[src/hdl/ncas_pkg.sv]
// Package with the shared types, character codes and mode codes of the comment scanner.
`default_nettype none
package ncas_pkg;

  localparam int DEPTH_BITS = 16;
  localparam int CHAR_BITS  = 21;
  localparam int MODE_BITS  = 3;

  typedef logic [DEPTH_BITS-1:0] depth_t;
  typedef logic [CHAR_BITS-1:0]  char_t;
  typedef logic [MODE_BITS-1:0]  mode_t;

  localparam depth_t DEPTH_MAX = {DEPTH_BITS{1'b1}};

  localparam char_t CH_LPAREN = 21'h00028;
  localparam char_t CH_RPAREN = 21'h00029;
  localparam char_t CH_SEMI   = 21'h0003B;
  localparam char_t CH_AT     = 21'h00040;
  localparam char_t CH_QUOTE  = 21'h00022;
  localparam char_t CH_BSLASH = 21'h0005C;
  localparam char_t CH_SPACE  = 21'h00020;
  localparam char_t CH_TAB    = 21'h00009;
  localparam char_t CH_LF     = 21'h0000A;
  localparam char_t CH_CR     = 21'h0000D;
  localparam char_t CH_BOM    = 21'h0FEFF;

  localparam mode_t M_IDLE = 3'd0;
  localparam mode_t M_OPEN = 3'd1;
  localparam mode_t M_CMT  = 3'd2;
  localparam mode_t M_ANN  = 3'd3;
  localparam mode_t M_ACMT = 3'd4;
  localparam mode_t M_STR  = 3'd5;
  localparam mode_t M_ESC  = 3'd6;
  localparam mode_t M_LINE = 3'd7;

  localparam logic [1:0] ST_INSIDE   = 2'd0;
  localparam logic [1:0] ST_SKIPPED  = 2'd1;
  localparam logic [1:0] ST_COMPLETE = 2'd2;
  localparam logic [1:0] ST_REJECTED = 2'd3;

  localparam logic [1:0] KIND_COMMENT       = 2'd0;
  localparam logic [1:0] KIND_ANNOT_COMMENT = 2'd1;
  localparam logic [1:0] KIND_ANNOTATION    = 2'd2;

  // Allow flags: bit 0 plain comment, bit 1 annotation comment, bit 2 annotation.
  typedef struct packed {
    mode_t      mode;
    logic       pend_open;
    logic       pend_semi;
    depth_t     paren_depth;
    depth_t     cmt_depth;
    logic [2:0] allow;
  } scan_state_t;

  typedef struct packed {
    char_t      char_code;
    logic       end_of_input;
    logic [2:0] allow;
  } scan_item_t;

  typedef struct packed {
    logic [1:0] status;
    logic [1:0] kind;
    logic       consumed;
    logic       overflow;
  } scan_result_t;

endpackage
`default_nettype wire

[src/hdl/nested_comment_annotation_scanner.sv]
// Top level of the comment scanner: input register, scan state and result register.
// A request goes through the input register, then the result register that drives out_*.
// Throughput: one code point per cycle unless out_* stalls; the state update is a single
// pass of ncas_step. A stalled result holds; one more request waits in the input register.
// Reset (rst_n low, synchronous) empties both registers and returns the scanner to idle
// with both depths, the pending marks and the latched allow flags cleared.
`default_nettype none
module nested_comment_annotation_scanner (
  input  wire        clk,
  input  wire        rst_n,
  input  wire        in_tvalid,
  output logic       in_tready,
  // char_code [20:0], allow_plain_comment [21], allow_annot_comment [22],
  // allow_annotation [23]
  input  wire [23:0] in_tdata,
  input  wire        in_tlast,
  output logic       out_tvalid,
  input  wire        out_tready,
  // scan_status [1:0], char_consumed [2], depth_overflow [3], zero [7:4]
  output logic [7:0] out_tdata,
  // token_kind [1:0]
  output logic [1:0] out_tuser
);

  logic                  s1_valid_r;
  ncas_pkg::scan_item_t  s1_item_r;
  ncas_pkg::scan_state_t state_r;
  ncas_pkg::scan_state_t state_nxt;
  ncas_pkg::scan_result_t res_nxt;
  ncas_pkg::scan_result_t res_r;
  logic                  out_valid_r;
  logic                  adv;
  logic                  fire;

  assign adv       = !out_valid_r || out_tready;
  assign fire      = s1_valid_r && adv;
  assign in_tready = !s1_valid_r || adv;

  ncas_step u_step (
    .cur  (state_r),
    .item (s1_item_r),
    .nxt  (state_nxt),
    .res  (res_nxt)
  );

  always_ff @(posedge clk) begin
    if (!rst_n) begin
      s1_valid_r  <= 1'b0;
      out_valid_r <= 1'b0;
      state_r     <= '0;
    end else begin
      if (in_tready) begin
        s1_valid_r <= in_tvalid;
      end
      if (adv) begin
        out_valid_r <= s1_valid_r;
      end
      if (fire) begin
        state_r <= state_nxt;
      end
    end
  end

  always_ff @(posedge clk) begin
    if (in_tvalid && in_tready) begin
      s1_item_r.char_code    <= in_tdata[20:0];
      s1_item_r.end_of_input <= in_tlast;
      s1_item_r.allow        <= in_tdata[23:21];
    end
    if (fire) begin
      res_r <= res_nxt;
    end
  end

  assign out_tvalid = out_valid_r;
  assign out_tdata  = {4'b0000, res_r.overflow, res_r.consumed, res_r.status};
  assign out_tuser  = res_r.kind;

`ifndef NO_ASSERTIONS
  a_ovf_rejects: assert property (@(posedge clk) disable iff (!rst_n)
    (out_valid_r && res_r.overflow) |-> (res_r.status == ncas_pkg::ST_REJECTED))
    else $error("depth overflow reported without a rejection");

  a_reject_not_consumed: assert property (@(posedge clk) disable iff (!rst_n)
    (out_valid_r && res_r.status == ncas_pkg::ST_REJECTED) |-> !res_r.consumed)
    else $error("rejected character marked as consumed");

  a_kind_only_complete: assert property (@(posedge clk) disable iff (!rst_n)
    (out_valid_r && res_r.status != ncas_pkg::ST_COMPLETE)
      |-> (res_r.kind == ncas_pkg::KIND_COMMENT))
    else $error("token kind set without a completed token");

  a_end_returns_idle: assert property (@(posedge clk) disable iff (!rst_n)
    (fire && (res_nxt.status == ncas_pkg::ST_REJECTED ||
              res_nxt.status == ncas_pkg::ST_COMPLETE))
      |=> (state_r.mode == ncas_pkg::M_IDLE && state_r.paren_depth == '0 &&
           state_r.cmt_depth == '0))
    else $error("scanner not cleared after token end");
`endif

endmodule
`default_nettype wire

[src/hdl/ncas_step.sv]
// Next-state and result logic of the comment scanner for one code point.
`default_nettype none
module ncas_step (
  input  wire ncas_pkg::scan_state_t  cur,
  input  wire ncas_pkg::scan_item_t   item,
  output ncas_pkg::scan_state_t       nxt,
  output ncas_pkg::scan_result_t      res
);

  always_comb begin
    ncas_pkg::char_t  c;
    ncas_pkg::depth_t pd;
    logic             reject;
    logic             done;
    c      = item.char_code;
    pd     = cur.paren_depth;
    reject = 1'b0;
    done   = 1'b0;
    nxt    = cur;
    res.status   = ncas_pkg::ST_INSIDE;
    res.kind     = ncas_pkg::KIND_COMMENT;
    res.consumed = 1'b1;
    res.overflow = 1'b0;

    case (cur.mode)
      ncas_pkg::M_IDLE: begin
        nxt.allow = item.allow;
        if (item.allow == 3'b000 || item.end_of_input) begin
          reject = 1'b1;
        end else if (c inside {ncas_pkg::CH_SPACE, ncas_pkg::CH_TAB, ncas_pkg::CH_LF,
                               ncas_pkg::CH_CR, ncas_pkg::CH_BOM}) begin
          res.status = ncas_pkg::ST_SKIPPED;
        end else if (c == ncas_pkg::CH_LPAREN) begin
          nxt.mode = ncas_pkg::M_OPEN;
        end else begin
          reject = 1'b1;
        end
      end
      ncas_pkg::M_OPEN: begin
        if (item.end_of_input) begin
          reject = 1'b1;
        end else if (c == ncas_pkg::CH_AT && cur.allow[2]) begin
          nxt.mode        = ncas_pkg::M_ANN;
          nxt.paren_depth = ncas_pkg::DEPTH_BITS'(1);
        end else if (c == ncas_pkg::CH_SEMI && (cur.allow[1] || cur.allow[0])) begin
          nxt.mode      = ncas_pkg::M_CMT;
          nxt.cmt_depth = ncas_pkg::DEPTH_BITS'(1);
        end else begin
          reject = 1'b1;
        end
      end
      ncas_pkg::M_CMT, ncas_pkg::M_ACMT: begin
        if (item.end_of_input) begin
          reject = 1'b1;
        end else if (cur.pend_open && c == ncas_pkg::CH_SEMI) begin
          nxt.pend_open = 1'b0;
          nxt.pend_semi = 1'b0;
          if (cur.cmt_depth == ncas_pkg::DEPTH_MAX) begin
            reject       = 1'b1;
            res.overflow = 1'b1;
          end else begin
            nxt.cmt_depth = cur.cmt_depth + ncas_pkg::DEPTH_BITS'(1);
          end
        end else if (cur.pend_semi && c == ncas_pkg::CH_RPAREN) begin
          nxt.pend_open = 1'b0;
          nxt.pend_semi = 1'b0;
          nxt.cmt_depth = cur.cmt_depth - ncas_pkg::DEPTH_BITS'(1);
          if (cur.cmt_depth == ncas_pkg::DEPTH_BITS'(1)) begin
            if (cur.mode == ncas_pkg::M_CMT) begin
              res.status = ncas_pkg::ST_COMPLETE;
              res.kind   = cur.allow[1] ? ncas_pkg::KIND_ANNOT_COMMENT
                                        : ncas_pkg::KIND_COMMENT;
              done       = 1'b1;
            end else begin
              nxt.mode = ncas_pkg::M_ANN;
            end
          end
        end else begin
          nxt.pend_open = (c == ncas_pkg::CH_LPAREN);
          nxt.pend_semi = (c == ncas_pkg::CH_SEMI);
        end
      end
      ncas_pkg::M_ANN: begin
        if (item.end_of_input) begin
          reject = 1'b1;
        end else if (cur.pend_open && c == ncas_pkg::CH_SEMI) begin
          nxt.pend_open = 1'b0;
          nxt.cmt_depth = ncas_pkg::DEPTH_BITS'(1);
          nxt.mode      = ncas_pkg::M_ACMT;
        end else if (cur.pend_open && cur.paren_depth == ncas_pkg::DEPTH_MAX) begin
          reject       = 1'b1;
          res.overflow = 1'b1;
        end else if (!cur.pend_open && cur.pend_semi && c == ncas_pkg::CH_SEMI) begin
          nxt.pend_semi = 1'b0;
          nxt.mode      = ncas_pkg::M_LINE;
        end else begin
          // The opening paren still pending is now known to open a nested group.
          if (cur.pend_open) begin
            pd = cur.paren_depth + ncas_pkg::DEPTH_BITS'(1);
          end
          nxt.pend_open = 1'b0;
          nxt.pend_semi = 1'b0;
          if (c == ncas_pkg::CH_QUOTE) begin
            nxt.mode = ncas_pkg::M_STR;
          end else if (c == ncas_pkg::CH_LPAREN) begin
            nxt.pend_open = 1'b1;
          end else if (c == ncas_pkg::CH_SEMI) begin
            nxt.pend_semi = 1'b1;
          end else if (c == ncas_pkg::CH_RPAREN) begin
            pd = pd - ncas_pkg::DEPTH_BITS'(1);
            if (pd == '0) begin
              res.status = ncas_pkg::ST_COMPLETE;
              res.kind   = ncas_pkg::KIND_ANNOTATION;
              done       = 1'b1;
            end
          end
          nxt.paren_depth = pd;
        end
      end
      ncas_pkg::M_LINE: begin
        if (item.end_of_input) begin
          reject = 1'b1;
        end else if (c == ncas_pkg::CH_LF) begin
          nxt.mode = ncas_pkg::M_ANN;
        end
      end
      ncas_pkg::M_STR: begin
        if (item.end_of_input) begin
          reject = 1'b1;
        end else if (c == ncas_pkg::CH_QUOTE) begin
          nxt.mode = ncas_pkg::M_ANN;
        end else if (c == ncas_pkg::CH_BSLASH) begin
          nxt.mode = ncas_pkg::M_ESC;
        end
      end
      ncas_pkg::M_ESC: begin
        if (item.end_of_input) begin
          reject = 1'b1;
        end else begin
          nxt.mode = ncas_pkg::M_STR;
        end
      end
      default: begin
        reject = 1'b1;
      end
    endcase

    if (reject) begin
      res.status   = ncas_pkg::ST_REJECTED;
      res.kind     = ncas_pkg::KIND_COMMENT;
      res.consumed = 1'b0;
    end
    if (reject || done) begin
      nxt.mode        = ncas_pkg::M_IDLE;
      nxt.pend_open   = 1'b0;
      nxt.pend_semi   = 1'b0;
      nxt.paren_depth = '0;
      nxt.cmt_depth   = '0;
    end
  end

endmodule
`default_nettype wire
[config.mk]
export PLATFORM = sky130hd
export DESIGN_NAME = nested_comment_annotation_scanner
export DESIGN_NICKNAME = d
export VERILOG_FILES = /design/src/hdl/ncas_pkg.sv /design/src/hdl/nested_comment_annotation_scanner.sv /design/src/hdl/ncas_step.sv
export SDC_FILE = /design/constraint.sdc
export NUM_CORES = 1
export LEC_CHECK = 0
export CORE_MARGIN = 5
export CORE_UTILIZATION = 41
export CTS_BUF_LIST = sky130_fd_sc_hd__clkbuf_4
export DETAILED_ROUTE_END_ITERATION = 7
export DONT_BUFFER_PORTS = 1
export HOLD_SLACK_MARGIN = 0.08
export PLACE_DENSITY = 0.53
export SYNTH_ARGS = -nofsm -noshare
export SYNTH_HDL_FRONTEND = slang
export SYNTH_SLANG_ARGS = --single-unit
[constraint.sdc]
create_clock -name clk -period 7.96 [get_ports clk]
set_input_delay 1.592 -clock clk [delete_from_list [all_inputs] [get_ports clk]]
set_output_delay 1.592 -clock clk [all_outputs]
set_load 0.05 [all_outputs]
==> flow_summary.yaml, run 1 <==
min_path:
  min_path_type: "reg2reg"
  holdPathStages: 2
  holdCritStartpoint: "state_r[0]"
routing:
  dr.pass1.iters: 5
  drc: 0
  route.vias.total: 4712
  wirelength_um: 14300
  drtAntennaViolNets: 0
  via_per_inst: 5.99
  wl_per_cell_um: 18.1
  drt_iter0_drc: 451
timing:
  worst_pin_slew_ps: 1020
  fmax_ghz: 0.233
  rsz0062_at_grt: "no"
  setup_violations: 0
  min_period_ps: 4290
  finalClockSkew_ps: 39.3
  finalCritPeriodShare_pct: 53.9
  slew_viol_final: 0
  fin_setup_tns_ps: 0
  hold_violations: 0
  maxSlewHeadroom_pct: 32.0
worst_setup_path:
  r2r-start: "state_r[36]"
  cp_max_fo: 18
  cp-start-kind: "register"
  cp-end-kind: "register"
  crit_type: "reg2reg"
  cp.arrival_ps: 4630
  r2r_cells: 9
  cp.required_ps: 8300
  crit_start: "state_r[36]"
cts:
  htreeDepth: 3
  cts_root_buf: "clkbuf_4"
  numCtsBuffers: 9
  path_clk_slew_ps: 150
  max-clock-path-buffers: 2
  cts_setup_buffers: 0
  clkSinkCount: 73
  cts_resized: 0
  clock_latency_ps: 470
  tritoncts: "yes"
  hold_buffers: 0
pwr:
  p_sw_mw: 0.192
  clock_power_share_pct: 36.8
  combPwrFrac_pct: 3.8
  irDropWorstVdd_mv: 0.0993
  p_int_mw: 0.506
  power.density_nw_per_um2: 124
  leakage_nw: 1.68
  switching_share_pct: 27.5
  seqPwrFrac_pct: 59.4
synthesis:
  synth_top_cell_area_share_pct: 17.0
  yosysWarningCount: 0
  yosysTopAreaCell: "edfxtp_1"
  syn_area_um2: 5470
  avgSynthCellArea_um2: 8.73
  ys.flop_type: "dfxtp_1"
  seq_area_frac_synth_pct: 32.4
  syn-instance-count: 627
  ys_async_sr_fraction_pct: 0
  ys_seq_elements: 73
  synthDistinctLibCells: 88
  synth-edff-count: 31
  yosys-top-cells-area: "edfxtp_1 (17%), dfxtp_1 (15%), xnor2_1 (4.5%)"
flow_run:
  drv_cap: 0
status:
  status: "finished clean"
finish:
  final_nets: 636
  final_cell_mix: "nand2_1 (55), nor2_1 (48), dfxtp_1 (42), nand3_1 (36), edfxtp_1 (31)"
  layout_commonest_cell: "nand2_1"
  finalInstanceArea_um2: 5610
  final_layout_size_suffix_gt1_share_pct: 9.90
  multiInputGateArea_um2: 3350
  postLayoutCoreUtil_pct: 42.5
  syn2layout_area_growth_pct: 2.51
  filler_cell_count: 1327
  seq_area_um2: 1770
die:
  fp-row-count: 42
  floorplan.initialDensity_pct: 41.5
  fp.dieW_um: 126
  io_pins: 41
  core_region_area_um2: 13200
  design.die.area_um2: 15800
  die_h_um: 126
grt:
  antenna_found_initial: 1
  grt_pass1_wl_um: 23100
  first_global_vias: 4496
  grt_max_degree: 26
  overflow: 0
  grt_use_total_pct: 17.9
placed_design:
  portBuffers: 0
  gp_congestion: 0.879
  dpl.hpwl_um: 10400
  postPlaceCellArea_um2: 5460
## cell type report
type	count	share of cell area [%]
clock buffers	9	1.20
clock inverters	7	1.38
flip-flops and latches	73	31.6
inverters	29	1.94
multi-input cells	488	59.8
well taps	176	3.93
diodes	4	0.178
## worst paths after layout
path	end	slack [ps]
min	state_r[0]	480
max reg2reg	state_r[26]	3670
max	state_r[26]	3670
min reg2reg	state_r[0]	480
## kinds of logic after synthesis
family                   synth area share, %
AND/OR/NAND/NOR                         31.7
AO/OA/AOI/OAI                           20.6
flip-flops                              32.4
buffers and inverters                   6.54
XOR/XNOR                                5.46
multiplexers                            1.83
adder cells (fa/ha/maj)                 1.37
other                                 0.0685
## through the flow
step	cells	setup slack [ps]	hold slack (ps)	total power, mW
after floorplan	630	4270	439	0.445
after global placement	766	3790	468	0.449
after detailed placement	766	3670	459	0.450
after CTS	782	3650	480	0.707
after global routing	786	3290	512	0.728
final	786	3670	475	0.698
## sequential cells by signal (all words and copies together) (netlist names)
name and cells:
s1_item_r 25, out_tuser 2, out_tdata 4, state_r 40, out_tvalid 1, s1_valid_r 1
## worst max-delay path, stage by stage (launching register included)
cell and delay (ps):
dfxtp_1 810, nand4_1 620, nor4_1 570, xnor2_1 250
and3_1 240, o2111ai_2 150, a2111oi_4 320, nand3_4 260
a41oi_4 740, o221ai_2 190
## layer usage
layer | part of all wire, % | global-route usage, %
met1 | 46 | 23.7
met2 | 47 | 29.3
met3 | 4.1 | 2.99
met4 | 2.3 | 7.02
met5 | 0 | 0
## power by group through the flow
stage / registers, mW / logic (mW) / clock network (mW)
after floorplan: 0.419 / 0.0264 / 0
after global placement: 0.423 / 0.0264 / 0
after detailed placement: 0.423 / 0.0266 / 0
after CTS: 0.415 / 0.0267 / 0.265
after global routing: 0.416 / 0.0290 / 0.282
final: 0.415 / 0.0263 / 0.257
## cell usage after synthesis, drive strengths merged, types with 10 or more instances
cell / n
o31ai: 12
nor2: 49
inv: 28
clkbuf: 15
o21ai: 28
nor3: 22
nand2: 56
buf: 25
nand4: 28
nor4: 18
nand3: 39
nor2b: 17
a21oi: 19
and3: 11
edfxtp: 31
xnor2: 29
dfxtp: 42
mux2i: 10
No activity file was read; power rests on OpenSTA's default activity.
==> run 2, diff against run 1 <==
ABC_AREA = 1   (was unset)
clock period = 4 ns   (was 7.96 ns; I/O delays follow)
==> flow_summary.yaml, run 2 <==
grt:
  grt_pass1_wl_um: 24000
  grt_max_degree: 34
  antenna_found_initial: 1
  first_global_vias: 4961
  grt_use_total_pct: 18.5
  overflow: 0
synthesis:
  synth_xor_area_share_pct: 1.93
  synth_common_cells: "nand2_1 (201), nor2_1 (115), inv_1 (98)"
  syn_area_um2: 5440
  synth_compound_area_share_pct: 9.74
  synth_top_family_by_area: "simple AND/OR/NAND/NOR gates"
  synth_simple_gate_area_share_pct: 43.9
  syn-instance-count: 833
  ys_async_sr_fraction_pct: 0
  seq_area_frac_synth_pct: 32.6
  yosysWarningCount: 0
  synth_fa_ha_area_share_pct: 1.38
  yosys-top-cells-area: "edfxtp_1 (17%), dfxtp_1 (15%), nand2_1 (14%)"
  ys.flop_type: "dfxtp_1"
  synth-edff-count: 31
  yosysTopAreaCell: "edfxtp_1"
  yosysMostFrequentCell: "nand2_1"
  synthDistinctLibCells: 45
  synthMuxAreaShare_pct: 0
  synth_top_cell_area_share_pct: 17.1
  ys_seq_elements: 73
  avgSynthCellArea_um2: 6.52
timing:
  slew_viol_final: 0
  maxSlewHeadroom_pct: 38.9
  fin_setup_tns_ps: 0
  finalCritPeriodShare_pct: 88.7
  setup_violations: 0
  postLayoutSetupSlackWorst_ps: 451
  rsz0062_at_grt: "no"
  finalClockSkew_ps: 20.5
  worst_pin_slew_ps: 910
  min_period_ps: 3550
  fmax_ghz: 0.282
  hold_violations: 0
cts:
  clock_latency_ps: 460
  clkSinkCount: 73
  numCtsBuffers: 9
  path_clk_slew_ps: 140
  hold_buffers: 0
  htreeDepth: 3
  max-clock-path-buffers: 2
  tritoncts: "yes"
  cts_root_buf: "clkbuf_4"
die:
  design.die.area_um2: 15700
  die_h_um: 125
  floorplan.initialDensity_pct: 41.4
  fp.dieW_um: 125
  fp-row-count: 42
  io_pins: 41
  core_region_area_um2: 13100
pwr:
  irDropWorstVdd_mv: 0.231
  leakage_nw: 2.42
  power.density_nw_per_um2: 315
status:
  status: "finished clean"
min_path:
  min_path_type: "in2reg"
finish:
  final_cell_mix: "nand2_1 (200), nor2_1 (115), inv_1 (98), nand3_1 (83), dfxtp_1 (41)"
  final_nets: 863
  largest_reg_flops: 40
  layout_commonest_cell: "nand2_1"
  filler_cell_count: 1405
  finalInstanceArea_um2: 5710
  postLayoutCoreUtil_pct: 43.5
  final_layout_size_suffix_gt1_share_pct: 10.8
  syn2layout_area_growth_pct: 5.09
  largest-register: "state_r"
routing:
  wirelength_um: 14400
  via_per_inst: 5.25
  drtAntennaViolNets: 0
  route.vias.total: 5301
  drt_iter0_drc: 417
  drc: 0
  wl_per_cell_um: 14.3
  dr.pass1.iters: 6
worst_setup_path:
  cp.arrival_ps: 3890
  cp_max_fo: 21
  crit_type: "reg2reg"
  cp-start-kind: "register"
  cp.required_ps: 4340
  cp-end-kind: "register"
placed_design:
  postPlaceCellArea_um2: 5560
  gp_congestion: 1.00
  portBuffers: 0
  dpl.hpwl_um: 10900
  dpl_worst_slack_ps: 45.1
flow_run:
  drv_cap: 0
[run 2: cell types whose count changed after synthesis, sizes merged, moves of 17 or more]
| cell | before | now |
|---|---|---|
| nand2 | 56 | 219 |
| nor2 | 49 | 136 |
| inv | 28 | 103 |
| nand3 | 39 | 89 |
| xnor2 | 29 | 1 |
| a21oi | 19 | 38 |
| nor2b | 17 | 0 |
[run 2: repair_timing]
item	in CTS	in global routing
buffers inserted	0	2
resized for setup	0	4
endpoints found under the setup margin	0	16
[run 2: path summary, 6_finish.rpt]
check                             startpoint             to  slack, ps  cells after the start
worst max register to register   state_r[36]    state_r[32]        450                     20
worst min-delay path            in_tdata[14]  s1_item_r[18]        420                      0
worst max-delay path             state_r[36]    state_r[32]        450                     20
worst min register to register    state_r[1]     state_r[1]        480                      2
[run 2: per-layer routing]
| metal | vias to the layer above | GRT usage, % | wire, µm |
|---|---|---|---|
| li1 | 2705 | - | - |
| met1 | 2412 | 25.8 | 6920 |
| met2 | 161 | 29.5 | 6450 |
| met3 | 23 | 2.56 | 767 |
| met4 | 0 | 6.51 | 299 |
| met5 | - | 0 | 0 |
[run 2: worst max-delay path, cell delays in order, from the launching register on]
cell and delay [ps]:
dfxtp_1 690, nand2_1 100, nand2_1 150, ha_1 190
nand3_1 100, inv_1 140, nand2_2 90, nor2_2 180
nand3_1 160, nand2_1 100, nand4_1 100, nor2_2 160
nand4_4 140, nand2_4 160, inv_4 90, nand3_1 70
nand2_1 120, nor2_4 420, nand2_1 110, o21ai_1 100
nor2_1 50
[run 2: area by class of cell]
| type | count | area [µm²] | share of cell area (%) |
|---|---|---|---|
| Tap cell | 176 | 220 | 3.86 |
| Sequential cell | 73 | 1770 | 31.0 |
| Clock buffer | 10 | 75.1 | 1.31 |
| Clock inverter | 6 | 42.5 | 0.745 |
| Inverter | 104 | 393 | 6.88 |
| Timing Repair Buffer | 11 | 82.6 | 1.45 |
| Antenna cell | 1 | 2.50 | 0.0438 |
| Multi-Input combinational cell | 629 | 3120 | 54.7 |
[run 2: where the power goes]
part / switching [mW] / internal, mW / total, mW
registers: 0.0647 / 0.827 / 0.891
clock network: 0.292 / 0.135 / 0.427
logic: 0.326 / 0.156 / 0.483
[run 2: logic make-up (layout without fill, tap and decap cells)]
| logic type | count (synthesis) | after routing |
|---|---|---|
| and+or+nand+nor | 512 | 512 |
| buffers and inverters | 134 | 131 |
| AOI/OAI and AO/OA | 95 | 95 |
| DFF | 73 | 73 |
| xor gates and xnor gates | 12 | 12 |
| adders and majority gates | 6 | 6 |
| other | 1 | 5 |
[run 2: metrics by stage]
stage / hold slack, ps / power (mW) / std cells
2_1_floorplan: 440 / 1.30 / 836
4_1_cts: 391 / 1.82 / 1007
5_1_grt: 384 / 1.93 / 1010
3_3_place_gp: 463 / 1.38 / 991
6_report: 421 / 1.80 / 1010
3_5_place_dp: 469 / 1.38 / 991
